$ cat config.mk
export PLATFORM = sky130hd
export DESIGN_NAME = rc_radio_bind_and_hop_sequencer_top
export DESIGN_NICKNAME = d
export VERILOG_FILES = /design/src/sv/rcbh_pkg.sv /design/src/sv/rcbh_ctrl.sv /design/src/sv/rcbh_datapath.sv /design/src/sv/rc_radio_bind_and_hop_sequencer_top.sv
export SDC_FILE = /design/constraint.sdc
export NUM_CORES = 1
export LEC_CHECK = 0
export CORE_MARGIN = 4
export CORE_UTILIZATION = 60
export CTS_CLUSTER_SIZE = 14
export DETAILED_ROUTE_END_ITERATION = 12
export DONT_BUFFER_PORTS = 1
export PLACE_DENSITY_LB_ADDON = 0.2
export SYNTH_ARGS = -nofsm -noshare
export SYNTH_HDL_FRONTEND = slang
export SYNTH_HIERARCHICAL = 1
export SYNTH_SLANG_ARGS = --single-unit
$ cat constraint.sdc
create_clock -name clk -period 27.2 [get_ports clk]
set_clock_uncertainty 0.15 [all_clocks]
set_input_delay 5.44 -clock clk [delete_from_list [all_inputs] [get_ports clk]]
set_output_delay 5.44 -clock clk [all_outputs]
set_load 0.005 [all_outputs]
$ cat src/sv/rcbh_pkg.sv
// ----------------------------------------------------------------------------
// rcbh_pkg: shared types and constants
// Payload structs, request/action codes, phase encoding and the command and
// status bundles between the sequencer controller and its datapath.
// ----------------------------------------------------------------------------
package rcbh_pkg;

    localparam int NUM_CHANNELS = 12;
    localparam int BIND_REPEATS = 6;
    localparam int STORE_BYTES  = 16;

    typedef struct packed {
        logic [1:0]         req_type;
        logic               bind_request;
        logic [3:0]         channel_index;
        logic signed [11:0] channel_value;
        logic               rx_complete;
        logic [7:0]         rx_length;
        logic [7:0]         rx_count;
        logic [63:0]        rx_bytes_low;
        logic [55:0]        rx_bytes_high;
    } in_item_t;

    typedef struct packed {
        logic [1:0]  action;
        logic [6:0]  rf_channel;
        logic        transmit_mode;
        logic [4:0]  packet_length;
        logic [63:0] packet_low;
        logic [63:0] packet_high;
        logic [15:0] next_delay;
        logic        code_update;
        logic [4:0]  code_index;
        logic [15:0] crc_seed;
        logic        binding;
    } out_item_t;

    // request codes
    localparam logic [1:0] REQ_TICK  = 2'd0;
    localparam logic [1:0] REQ_WRITE = 2'd1;
    localparam logic [1:0] REQ_START = 2'd2;
    localparam logic [1:0] REQ_RSVD  = 2'd3;

    // radio actions
    localparam logic [1:0] ACT_NONE = 2'd0;
    localparam logic [1:0] ACT_SEND = 2'd1;
    localparam logic [1:0] ACT_RECV = 2'd2;
    localparam logic [1:0] ACT_TUNE = 2'd3;

    // configuration register indexes
    localparam logic [2:0] CFG_RADIO_ID    = 3'd0;
    localparam logic [2:0] CFG_RX_NUMBER   = 3'd1;
    localparam logic [2:0] CFG_HOP_FIRST   = 3'd2;
    localparam logic [2:0] CFG_HOP_SECOND  = 3'd3;
    localparam logic [2:0] CFG_HOP_THIRD   = 3'd4;
    localparam logic [2:0] CFG_AUTO_BIND   = 3'd5;

    // sequencer phases
    typedef logic [3:0] phase_t;
    localparam phase_t PH_BIND      = 4'd0;
    localparam phase_t PH_BIND_SEND = 4'd1;
    localparam phase_t PH_LISTEN    = 4'd2;
    localparam phase_t PH_CHECK     = 4'd3;
    localparam phase_t PH_ACK       = 4'd4;
    localparam phase_t PH_CHANSEL   = 4'(4 + BIND_REPEATS);
    localparam phase_t PH_HOP1      = 4'(5 + BIND_REPEATS);
    localparam phase_t PH_HOP4      = 4'(8 + BIND_REPEATS);

    typedef enum logic [1:0] {
        ST_IDLE,
        ST_PREP,
        ST_EVAL,
        ST_OUT
    } ctrl_state_t;

    typedef struct packed {
        logic       latch_in;
        logic       pack_en;
        logic [3:0] pack_idx;
        logic       eval;
        phase_t     phase;
    } dp_cmd_t;

    typedef struct packed {
        logic [1:0] req_type;
        logic       bind_start;
        logic       check_ok;
    } dp_status_t;

endpackage

$ cat src/sv/rcbh_ctrl.sv
// ----------------------------------------------------------------------------
// rcbh_ctrl: sequencer controller
// Handshake state machine, channel packing counter and the link phase.
// ----------------------------------------------------------------------------
module rcbh_ctrl
    import rcbh_pkg::*;
(
    input  logic       clk,
    input  logic       rst_n,
    input  logic       in_valid,
    output logic       in_ready,
    output logic       out_valid,
    input  logic       out_ready,
    input  dp_status_t status,
    output dp_cmd_t    cmd
);

    ctrl_state_t state_reg, state_next;
    phase_t      phase_reg, phase_next;
    logic [3:0]  cnt_reg, cnt_next;
    logic        need_pack;

    assign need_pack = (status.req_type == REQ_TICK)
                       && ((phase_reg == PH_CHANSEL) || (phase_reg == PH_HOP1));

    always_ff @(posedge clk or negedge rst_n)
    begin
        if (!rst_n)
        begin
            state_reg <= ST_IDLE;
            phase_reg <= PH_CHANSEL;
            cnt_reg   <= '0;
        end
        else
        begin
            state_reg <= state_next;
            phase_reg <= phase_next;
            cnt_reg   <= cnt_next;
        end
    end

    // next state
    always_comb
    begin
        state_next = state_reg;
        unique case (state_reg)
            ST_IDLE:
                if (in_valid)
                    state_next = ST_PREP;
            ST_PREP:
                if (!need_pack || (cnt_reg == 4'(NUM_CHANNELS - 1)))
                    state_next = ST_EVAL;
            ST_EVAL:
                state_next = ST_OUT;
            ST_OUT:
                if (out_ready)
                    state_next = ST_IDLE;
            default:
                state_next = ST_IDLE;
        endcase
    end

    // packing counter and link phase
    always_comb
    begin
        cnt_next   = cnt_reg;
        phase_next = phase_reg;
        if (state_reg == ST_IDLE)
            cnt_next = '0;
        else if (state_reg == ST_PREP)
            cnt_next = cnt_reg + 4'd1;

        if (state_reg == ST_EVAL)
        begin
            if (status.req_type == REQ_START)
                phase_next = status.bind_start ? PH_BIND : PH_CHANSEL;
            else if (status.req_type == REQ_TICK)
            begin
                priority if (phase_reg == PH_BIND || phase_reg == PH_BIND_SEND)
                    phase_next = PH_LISTEN;
                else if (phase_reg == PH_LISTEN)
                    phase_next = PH_CHECK;
                else if (phase_reg == PH_CHECK)
                    phase_next = status.check_ok ? PH_ACK : PH_BIND_SEND;
                else if (phase_reg >= PH_ACK && phase_reg < PH_CHANSEL)
                    phase_next = phase_reg + 4'd1;
                else if (phase_reg == PH_CHANSEL)
                    phase_next = PH_HOP1 + 4'd1;
                else if (phase_reg == PH_HOP4)
                    phase_next = PH_HOP1;
                else if (phase_reg > PH_CHANSEL && phase_reg < PH_HOP4)
                    phase_next = phase_reg + 4'd1;
                else
                    phase_next = phase_reg;
            end
        end
    end

    // outputs
    always_comb
    begin
        in_ready     = (state_reg == ST_IDLE);
        out_valid    = (state_reg == ST_OUT);
        cmd.latch_in = (state_reg == ST_IDLE) && in_valid;
        cmd.pack_en  = (state_reg == ST_PREP) && need_pack;
        cmd.pack_idx = cnt_reg;
        cmd.eval     = (state_reg == ST_EVAL);
        cmd.phase    = phase_reg;
    end

endmodule

$ cat src/sv/rcbh_datapath.sv
// ----------------------------------------------------------------------------
// rcbh_datapath: sequencer datapath
// Configuration registers, channel values, packet store, code setup and the
// result register.
// ----------------------------------------------------------------------------
module rcbh_datapath
    import rcbh_pkg::*;
(
    input  logic       clk,
    input  logic       rst_n,
    input  logic       cfg_wr_en,
    input  logic [2:0] cfg_index,
    input  logic [31:0] cfg_data,
    input  in_item_t   in_data,
    input  dp_cmd_t    cmd,
    output dp_status_t status,
    output out_item_t  out_data
);

    logic [31:0] radio_id_reg;
    logic [7:0]  rx_number_reg;
    logic [6:0]  hop_first_reg;
    logic [6:0]  hop_second_reg;
    logic [6:0]  hop_third_reg;
    logic        auto_bind_reg;

    in_item_t    item_reg;
    out_item_t   out_reg, out_next;
    logic [11:0] chan_reg [NUM_CHANNELS];
    logic [7:0]  store_reg [STORE_BYTES];
    logic [7:0]  store_next [STORE_BYTES];

    logic [7:0]  id_b [4];
    logic [7:0]  rx_b [15];
    logic        rx_full;

    // channel packing
    logic signed [11:0] pk_val;
    logic signed [11:0] pk_half;
    logic signed [11:0] pk_clamp;
    logic signed [11:0] pk_off;
    logic [9:0]         pk_v10;
    logic [3:0]         pk_hi_byte;

    // code setup
    logic [7:0]  sum8;
    logic [12:0] quot_prod;
    logic [4:0]  quot;
    logic [8:0]  code_rem;
    logic [7:0]  seed_lo;
    logic [7:0]  seed_hi;
    logic [1:0]  slot;

    always_comb
    begin
        for (int k = 0; k < 4; k++)
            id_b[k] = radio_id_reg[8*k +: 8];
        for (int k = 0; k < 8; k++)
            rx_b[k] = item_reg.rx_bytes_low[8*k +: 8];
        for (int k = 0; k < 7; k++)
            rx_b[k + 8] = item_reg.rx_bytes_high[8*k +: 8];
    end

    assign rx_full = item_reg.rx_complete && (item_reg.rx_length == 8'h0f)
                     && (item_reg.rx_count == 8'h0f);

    assign status.req_type   = item_reg.req_type;
    assign status.bind_start = item_reg.bind_request || auto_bind_reg;
    assign status.check_ok   = rx_full && (rx_b[0] == 8'h03)
                               && (rx_b[3] == id_b[0]) && (rx_b[4] == id_b[1])
                               && (rx_b[5] == id_b[2]) && (rx_b[6] == id_b[3])
                               && (rx_b[7] == rx_number_reg) && (rx_b[8] == 8'hfe);

    // halve toward zero, clamp to +-511, offset to 0..1022
    always_comb
    begin
        pk_val   = $signed(chan_reg[cmd.pack_idx]);
        pk_half  = (pk_val + $signed({11'b0, pk_val[11]})) >>> 1;
        if (pk_half < -12'sd511)
            pk_clamp = -12'sd511;
        else if (pk_half > 12'sd511)
            pk_clamp = 12'sd511;
        else
            pk_clamp = pk_half;
        pk_off     = pk_clamp + 12'sd511;
        pk_v10     = pk_off[9:0];
        pk_hi_byte = 4'd13 + {2'b00, cmd.pack_idx[3:2]};
    end

    // code index = (sum - 0xfe) mod 19, via reciprocal multiply
    always_comb
    begin
        sum8      = id_b[0] + id_b[1] + id_b[2] + id_b[3] - 8'hfe;
        quot_prod = 13'(sum8) * 13'd27;
        quot      = {1'b0, quot_prod[12:9]};
        code_rem  = {1'b0, sum8} - (9'(quot) * 9'd19);
        seed_lo   = id_b[1] - rx_number_reg + 8'hfe;
        seed_hi   = id_b[2] + id_b[3] - rx_number_reg + 8'hfe;
        slot      = (cmd.phase == PH_CHANSEL) ? 2'd0 : 2'(cmd.phase - PH_HOP1);
    end

    // packet store and result
    always_comb
    begin
        for (int k = 0; k < STORE_BYTES; k++)
            store_next[k] = store_reg[k];
        out_next = '0;

        if (cmd.pack_en)
        begin
            store_next[0] = 8'haa;
            store_next[cmd.pack_idx + 4'd1] = pk_v10[7:0];
            store_next[pk_hi_byte][{cmd.pack_idx[1:0], 1'b0} +: 2] = pk_v10[9:8];
        end

        if (cmd.eval)
        begin
            if (item_reg.req_type == REQ_START)
                out_next.binding = status.bind_start;
            else if (item_reg.req_type == REQ_TICK)
            begin
                priority if (cmd.phase == PH_BIND || cmd.phase == PH_BIND_SEND)
                begin
                    if (cmd.phase == PH_BIND)
                    begin
                        out_next.code_update = 1'b1;
                        out_next.code_index  = 5'd19;
                        store_next[0] = 8'h01;
                        store_next[1] = 8'h01;
                        store_next[2] = 8'h56;
                        store_next[3] = id_b[0];
                        store_next[4] = id_b[1];
                        store_next[5] = id_b[2];
                        store_next[6] = id_b[3];
                        store_next[7] = rx_number_reg;
                        store_next[8] = 8'hfe;
                    end
                    out_next.action        = ACT_SEND;
                    out_next.rf_channel    = 7'h52;
                    out_next.transmit_mode = 1'b1;
                    out_next.packet_length = 5'd9;
                    out_next.next_delay    = 16'd6000;
                    out_next.binding       = 1'b1;
                end
                else if (cmd.phase == PH_LISTEN)
                begin
                    out_next.action     = ACT_RECV;
                    out_next.rf_channel = 7'h53;
                    out_next.next_delay = 16'd60000;
                    out_next.binding    = 1'b1;
                end
                else if (cmd.phase == PH_CHECK)
                begin
                    out_next.binding = 1'b1;
                    if (rx_full)
                        for (int k = 0; k < 15; k++)
                            store_next[k] = rx_b[k];
                    if (status.check_ok)
                    begin
                        store_next[0]          = 8'h05;
                        out_next.action        = ACT_TUNE;
                        out_next.rf_channel    = 7'h54;
                        out_next.transmit_mode = 1'b1;
                        out_next.next_delay    = 16'd4000;
                    end
                    else
                        out_next.next_delay = 16'd1000;
                end
                else if (cmd.phase >= PH_ACK && cmd.phase < PH_CHANSEL)
                begin
                    out_next.action        = ACT_SEND;
                    out_next.rf_channel    = 7'h54;
                    out_next.transmit_mode = 1'b1;
                    out_next.packet_length = 5'd15;
                    out_next.next_delay    = 16'd60000;
                    out_next.binding       = 1'b1;
                end
                else if (cmd.phase >= PH_CHANSEL && cmd.phase <= PH_HOP4)
                begin
                    if (cmd.phase == PH_CHANSEL)
                    begin
                        out_next.code_update = 1'b1;
                        out_next.code_index  = code_rem[4:0];
                        out_next.crc_seed    = {seed_hi, seed_lo};
                    end
                    unique case (slot)
                        2'd1:    out_next.rf_channel = hop_second_reg;
                        2'd2:    out_next.rf_channel = hop_third_reg;
                        default: out_next.rf_channel = hop_first_reg;
                    endcase
                    out_next.action        = ACT_SEND;
                    out_next.transmit_mode = 1'b1;
                    out_next.packet_length = 5'd16;
                    out_next.next_delay    = (cmd.phase == PH_HOP4) ? 16'd27800 : 16'd9100;
                end
                else
                    out_next.action = ACT_NONE;
            end

            // bytes beyond the packet length read as zero
            for (int k = 0; k < 8; k++)
            begin
                if (5'(k) < out_next.packet_length)
                    out_next.packet_low[8*k +: 8] = store_next[k];
                if (5'(k + 8) < out_next.packet_length)
                    out_next.packet_high[8*k +: 8] = store_next[k + 8];
            end
        end
    end

    always_ff @(posedge clk or negedge rst_n)
    begin
        if (!rst_n)
        begin
            radio_id_reg   <= '0;
            rx_number_reg  <= '0;
            hop_first_reg  <= 7'd8;
            hop_second_reg <= 7'd40;
            hop_third_reg  <= 7'd72;
            auto_bind_reg  <= 1'b0;
            for (int k = 0; k < NUM_CHANNELS; k++)
                chan_reg[k] <= '0;
        end
        else
        begin
            if (cfg_wr_en)
            begin
                unique case (cfg_index)
                    CFG_RADIO_ID:   radio_id_reg   <= cfg_data;
                    CFG_RX_NUMBER:  rx_number_reg  <= cfg_data[7:0];
                    CFG_HOP_FIRST:  hop_first_reg  <= cfg_data[6:0];
                    CFG_HOP_SECOND: hop_second_reg <= cfg_data[6:0];
                    CFG_HOP_THIRD:  hop_third_reg  <= cfg_data[6:0];
                    CFG_AUTO_BIND:  auto_bind_reg  <= cfg_data[0];
                    default:        ;
                endcase
            end
            // drop writes to channels past the last one
            if (cmd.eval && (item_reg.req_type == REQ_WRITE)
                && (item_reg.channel_index < 4'(NUM_CHANNELS)))
                chan_reg[item_reg.channel_index] <= item_reg.channel_value;
        end
    end

    always_ff @(posedge clk)
    begin
        if (cmd.latch_in)
            item_reg <= in_data;
        if (cmd.eval)
            out_reg <= out_next;
        if (cmd.eval || cmd.pack_en)
            for (int k = 0; k < STORE_BYTES; k++)
                store_reg[k] <= store_next[k];
    end

    assign out_data = out_reg;

endmodule

$ cat src/sv/rc_radio_bind_and_hop_sequencer_top.sv
// ----------------------------------------------------------------------------
// rc_radio_bind_and_hop_sequencer_top: radio bind and hop sequencer
// Transmitter-side sequencer producing one radio action per request.
// ----------------------------------------------------------------------------
// Usage:
//   Input channel (in_valid/in_ready/in_data) carries one request per
//   transaction: a timer tick, a channel value write or a start.
//   Every request yields exactly one result transaction on the output
//   channel (out_valid/out_ready/out_data).
//   The user must write configuration registers through cfg_wr_en/cfg_index/
//   cfg_data only while the block is idle; the block does not enforce this.
//   A write takes effect at once. After acceptance a request passes through
//   the prepare and evaluate states before out_valid rises; ticks in the
//   channel select phase or on hop slot one stay in the prepare state while
//   the datapath packs the twelve channel values one per cycle.
//   One request is processed at a time: in_ready returns the cycle after
//   the result is taken.
//   A stalled receiver holds the result and blocks new requests.
//   Reset clears configuration to defaults, channel values to zero and
//   places the sequencer in the data channel select phase.
// ----------------------------------------------------------------------------
module rc_radio_bind_and_hop_sequencer_top
    import rcbh_pkg::*;
(
    input  logic        clk,
    input  logic        rst_n,
    input  logic        cfg_wr_en,
    input  logic [2:0]  cfg_index,
    input  logic [31:0] cfg_data,
    input  logic        in_valid,
    output logic        in_ready,
    input  in_item_t    in_data,
    output logic        out_valid,
    input  logic        out_ready,
    output out_item_t   out_data
);

    dp_cmd_t    cmd;
    dp_status_t status;

    rcbh_ctrl u_ctrl (
        .clk       (clk),
        .rst_n     (rst_n),
        .in_valid  (in_valid),
        .in_ready  (in_ready),
        .out_valid (out_valid),
        .out_ready (out_ready),
        .status    (status),
        .cmd       (cmd)
    );

    rcbh_datapath u_datapath (
        .clk       (clk),
        .rst_n     (rst_n),
        .cfg_wr_en (cfg_wr_en),
        .cfg_index (cfg_index),
        .cfg_data  (cfg_data),
        .in_data   (in_data),
        .cmd       (cmd),
        .status    (status),
        .out_data  (out_data)
    );

endmodule

# Word-level counts from Yosys, hierarchy flattened
# Memory sizes are Yosys's and may differ from the RTL's.
# Cells that the tools add are included.
[totals]
regBits = 554
ram_bits = 128
input_bits = 196
out_inout_bits = 184
word_cells = 270
mem_count = 1
[memory_table]
columns = ["name", "words", "width", "read_ports", "rd_clocked_by_memory_dff", "wr", "line_no", "source"]
rows = [
  ["u_datapath.store_reg", 16, 8, 16, 0, 16, "rcbh_datapath.sv:30", "logic [7:0] store_reg [STORE_BYTES];"],
]
[classes]
n_addsub = 17
mul = 2
magnitude_cmp = 32
eq_ne = 31
n_shift = 2
mux = 76
bitwise = 7
n_reduce_logical = 45
[ops]
columns = ["operator", "n"]
rows = [
  ["$mux W120", 6],
  ["$bwmux W128", 2],
  ["$bwmux W144", 1],
  ["$mux W72", 2],
  ["$mux W128", 1],
  ["$mux W22", 4],
  ["$mux W15", 5],
  ["$demux W8 S4", 2],
  ["$bmux W12 S4", 1],
  ["$demux W12 S4", 1],
  ["$mux W12", 4],
  ["$mux W16", 3],
  ["$mux W4", 12],
  ["$mux W48", 1],
  ["$eq A8 B8 Y1", 5],
  ["$lt A4 B5 Y1 const A", 8],
  ["$mux W10", 4],
  ["$mux W38", 1],
  ["$add A8 B8 Y8", 4],
  ["$mux W8", 3],
  ["$ge A5 B5 Y1 const B", 4],
  ["$logic_and A1 B1 Y1", 20],
  ["$lt A3 B5 Y1 const A", 4],
  ["$not A4 Y5", 4],
  ["other kinds (62)", 110],
]

# Logic depth before layout (Yosys ltp)
[logic_depth]
depth_word = 20
mapped_depth = 33
depth_no_buf = 33

# Hierarchy
# The synthesis kept the hierarchy.
[by_module_without_submodules]
columns = ["module", "instances", "cells_per_inst", "area_per_inst_um2", "seq_area_each_um2"]
rows = [
  ["rcbh_datapath", 1, 2762, 33497.1, 19004.5],
  ["rcbh_ctrl", 1, 83, 767.0, 252.7],
]

# Worst setup path before layout
# Ideal clock, no wire load.
[synth_timing]
path_kind = "input to register"
startpoint = "in in_valid"
endpoint = "reg u_datapath/item_reg[0] in the netlist's numbering (enable)"
setup_ns = 0.534
arrival_ns = 8.977
required_time_ns = 26.516
setup_slack_ns = 17.539
stages = 1
path_buffers = 0
path_cell_list = "and2_1"
[synth_via]
elab_chain_len = 1
[synth_rtl]
columns = ["item", "line_no", "source"]
rows = [
  ["start, declared", "rc_radio_bind_and_hop_sequencer_top.sv:30", "input logic in_valid,"],
  ["$logic_and A1 B1 Y1", "rcbh_ctrl.sv:104", "cmd.latch_in = (state_reg == ST_IDLE) && in_valid;"],
  ["end signal, assigned", "rcbh_datapath.sv:248", "item_reg <= in_data;"],
  ["end, declared", "rcbh_datapath.sv:27", "in_item_t item_reg;"],
]
# No other way between the ends.
# A chain may end at the register's enable or synchronous reset.

# Worst setup path after layout
[layout_timing]
startpoint = "reg u_datapath.radio_id_reg[0]"
endpoint = "reg u_datapath.out_reg, in the netlist u_datapath/out_data[21], data pin"
[layout_via]
elab_chain_len = 13
[layout_rtl]
columns = ["item", "line_no", "source"]
rows = [
  ["start, declared", "rcbh_datapath.sv:20", "logic [31:0] radio_id_reg;"],
  ["start signal, assigned", "rcbh_datapath.sv:229", "CFG_RADIO_ID: radio_id_reg <= cfg_data;"],
  ["$add A8 B8 Y8 (*) (3 in series)", "rcbh_datapath.sv:93", "sum8 = id_b[0] + id_b[1] + id_b[2] + id_b[3] - 8'hfe;"],
  ["$sub A8 B8 Y8 (*)", "rcbh_datapath.sv:93", ""],
  ["$mul A8 B5 Y13", "rcbh_datapath.sv:94", "quot_prod = 13'(sum8) * 13'd27;"],
  ["$mul A4 B5 Y5", "rcbh_datapath.sv:96", "code_rem = {1'b0, sum8} - (9'(quot) * 9'd19);"],
  ["$sub A5 B5 Y5 (*)", "rcbh_datapath.sv:96", ""],
  ["$mux W22 (*)", "rcbh_datapath.sv:180", "if (cmd.phase == PH_CHANSEL)"],
  ["$mux W38 (*)", "rcbh_datapath.sv:178", "else if (cmd.phase >= PH_CHANSEL && cmd.phase <= PH_HOP4)"],
  ["$mux W22 (*)", "rcbh_datapath.sv:169", "else if (cmd.phase >= PH_ACK && cmd.phase < PH_CHANSEL)"],
  ["$mux W22 (*)", "rcbh_datapath.sv:152", "else if (cmd.phase == PH_CHECK)"],
  ["$mux W22 (*)", "rcbh_datapath.sv:145", "else if (cmd.phase == PH_LISTEN)"],
  ["$mux W19 (*)", "rcbh_datapath.sv:122", "priority if (cmd.phase == PH_BIND || cmd.phase == PH_BIND_SEND)"],
  ["end signal, assigned", "rcbh_datapath.sv:250", "out_reg <= out_next;"],
  ["end, declared", "rcbh_datapath.sv:28", "out_item_t out_reg, out_next;"],
]
# Mark *: on every way between the ends. The rest lies on a longest branch, timed or not.

==> reports/results.ini <==
[run_status]
run_status = finished clean

[final_layout]
nNetsFinal = 3104
nFillCells = 4169
area_growth_pct = 8.512
final_cell_mix = 461 x edfxtp_1, 249 x nand2_1, 232 x nor2_1
final_common_cell = edfxtp_1
drive_above_1_share_pct = 16.53
largest_register_ffs = 177

[clock_network]
post_cts_buffers = 0
cts.root.buffer_cell = clkbuf_16
htree_levels = 3
cts_tree = done
path_clk_slew_ps = 60
clock_path_buffers = 3
hold_buffers = 0
cts_sinks = 677
cts_buffers = 71
clkLatencyLatePin_ps = 620
cts_resized = 0

[floorplanning]
start_util_pct = 60.65
rows = 87
pin_count = 380
die_area_mm2 = 0.06099
die_x_um = 247.0
core_area_mm2 = 0.05650
die_h_um = 247.0

[yosys]
ys.flop_type = edfxtp_1
synthAdderAreaFrac_pct = 5.120
ys_ff_latch = 677
synth_warnings = 6
synth-xor-area-share_pct = 2.406
netlist_area_mm2 = 0.03426
synth_top_family_by_area = compound AO/OA/AOI/OAI gates
syn_avg_cell_area_um2 = 12.04
async_flop_share_pct = 31.91
yosys.cell_types.count = 101
synthSimpleGateAreaFrac_pct = 9.439
seq_area_frac_synth_pct = 56.20
syn_inst = 2845
synth_compound_area_share_pct = 12.05
muxShareOfSynthArea_pct = 10.89
synth_edf_count = 461

[placement]
routabilityCongestion = 0.9893
dpl.hpwl_um = 67920
port_buffers = 0

[timing]
setup_viol = 0
tightestPinTransition_ps = 1235
finalCritPeriodShare_pct = 30.54
rsz0062_at_grt = no
timing.fmax_ghz = 0.1204
relSlewSlack_pct = 16.90
fin_crit_ps = 8307
final-hold-violation-count = 0
slew_violations = 0
fin_tns_setup_ps = 0

[setup_path]
endpoint_kind = register
cpMaxStageDelayCell = fa_1
critPathLaunchType = register
cpLargestDelayFamily = adder cells
slowest_delay_ps = 560
path_class = reg -> reg
cp_max_fo = 7
critPathBufInv = 6
arrival_ps = 8520
cp.required_ps = 27410

[detailed_routing]
vias_per_cell = 6.477
drc_errors = 0
drt_iter0_markers = 2469
wl_per_cell_um = 27.04
vias = 23410
drt_pre_antenna_iters = 6
antenna_left = 0
routed_wl_um = 97760

[worst_hold_path]
hold_path.class = reg -> reg

[grt]
antenna_found_initial = 13
grt_pass1_vias = 22900
overflow = 0
grt_pass1_wl_um = 144500
grt.total_usage_pct = 31.54
grt_max_degree = 217

[job]
drv_cap = 0

[routing by layer]
layer | share of wire, % | vias to the layer above | GRT usage [%] | wire [µm]
met3 | 10 | 203 | 7.471 | 9991
met2 | 45 | 1203 | 48.44 | 44470
li1 | - | 10270 | - | -
met4 | 3.5 | 14 | 11.11 | 3401
met5 | 0.093 | - | 0 | 91
met1 | 41 | 11730 | 44.51 | 39810
[area by class of cell]
| type | instances | area (µm²) | share of cell area, % |
|---|---|---|---|
| sequential | 677 | 19260 | 51.81 |
| multi-input combinational | 1856 | 13770 | 37.04 |
| clock buffer | 93 | 1942 | 5.223 |
| tap | 756 | 945.9 | 2.544 |
| inverter | 137 | 514.2 | 1.383 |
| clock inverter | 36 | 362.8 | 0.9759 |
| timing repair buffer | 44 | 342.8 | 0.9221 |
| antenna | 16 | 40.04 | 0.1077 |
[through the flow]
| step | util, % | hold slack, ps | setup WS, ps | area [µm²] | std cells |
|---|---|---|---|---|---|
| after floorplan | - | 321.3 | 17540 | 34270 | 2846 |
| after global placement | 61.66 | 331.2 | 18990 | 34840 | 3470 |
| after detailed placement | 61.66 | 337.1 | 18890 | 34840 | 3470 |
| after CTS | 65.74 | 350.9 | 18870 | 37140 | 3599 |
| after global routing | 65.75 | 358.9 | 18390 | 37150 | 3601 |
| final | 65.81 | 345.2 | 18890 | 37180 | 3615 |
[synthesized netlist by cell type, drive strengths merged, types with 14 or more instances]
| cell | number | share of area [%] |
|---|---|---|
| nor2 | 238 | 2.6 |
| a22o | 18 | 0.46 |
| nand3 | 25 | 0.37 |
| edfxtp | 461 | 40 |
| inv | 135 | 1.5 |
| and2 | 30 | 0.55 |
| o21a | 14 | 0.31 |
| a211oi | 28 | 0.66 |
| fa | 32 | 1.9 |
| clkbuf | 131 | 1.4 |
| mux4 | 36 | 2.4 |
| mux2 | 207 | 6.8 |
| nand2 | 253 | 2.8 |
| nand4 | 20 | 0.37 |
| a31oi | 14 | 0.27 |
| ha | 89 | 3.2 |
| dfrtp | 209 | 15 |
| buf | 45 | 0.94 |
| nor3 | 20 | 0.31 |
| xor2 | 16 | 0.41 |
| a22oi | 53 | 1.3 |
| a21o | 40 | 0.88 |
| nand2b | 15 | 0.27 |
| nor2b | 21 | 0.39 |
| or2 | 16 | 0.29 |
| o211ai | 16 | 0.37 |
| and3 | 22 | 0.40 |
| mux2i | 59 | 1.7 |
| xnor2 | 76 | 2.0 |
| o22ai | 34 | 0.62 |
| a21oi | 169 | 2.6 |
| o21ai | 173 | 2.6 |
[worst paths after layout]
| kind | start | to | slack (ps) | cells after the start |
|---|---|---|---|---|
| max | u_datapath/radio_id_reg[0] | u_datapath/out_data[21] | 18890 | 32 |
| min | u_datapath/hop_third_reg[2] | u_datapath/hop_third_reg[2] | 350 | 1 |
| max reg2reg | u_datapath/radio_id_reg[0] | u_datapath/out_data[21] | 18890 | 32 |
| min reg2reg | u_datapath/hop_third_reg[2] | u_datapath/hop_third_reg[2] | 350 | 1 |
| max in group asynchronous | rst_n | u_datapath/hop_second_reg[3] | 22090 | 0 |
| min in group asynchronous | rst_n | u_datapath/chan_reg[103] | 4370 | 0 |
[logic make-up (layout without fill, tap and decap cells)]
logic type	after synthesis	count (layout)
flops	677	677
compound gates	632	632
fa+ha+maj	121	121
xor+xnor	92	92
mux	302	302
buf+inv	313	310
simple gates	707	707
other cells	1	18
Power is not shown: default switching activity piles up to over one toggle a cycle in this logic, so the estimate is an artifact.
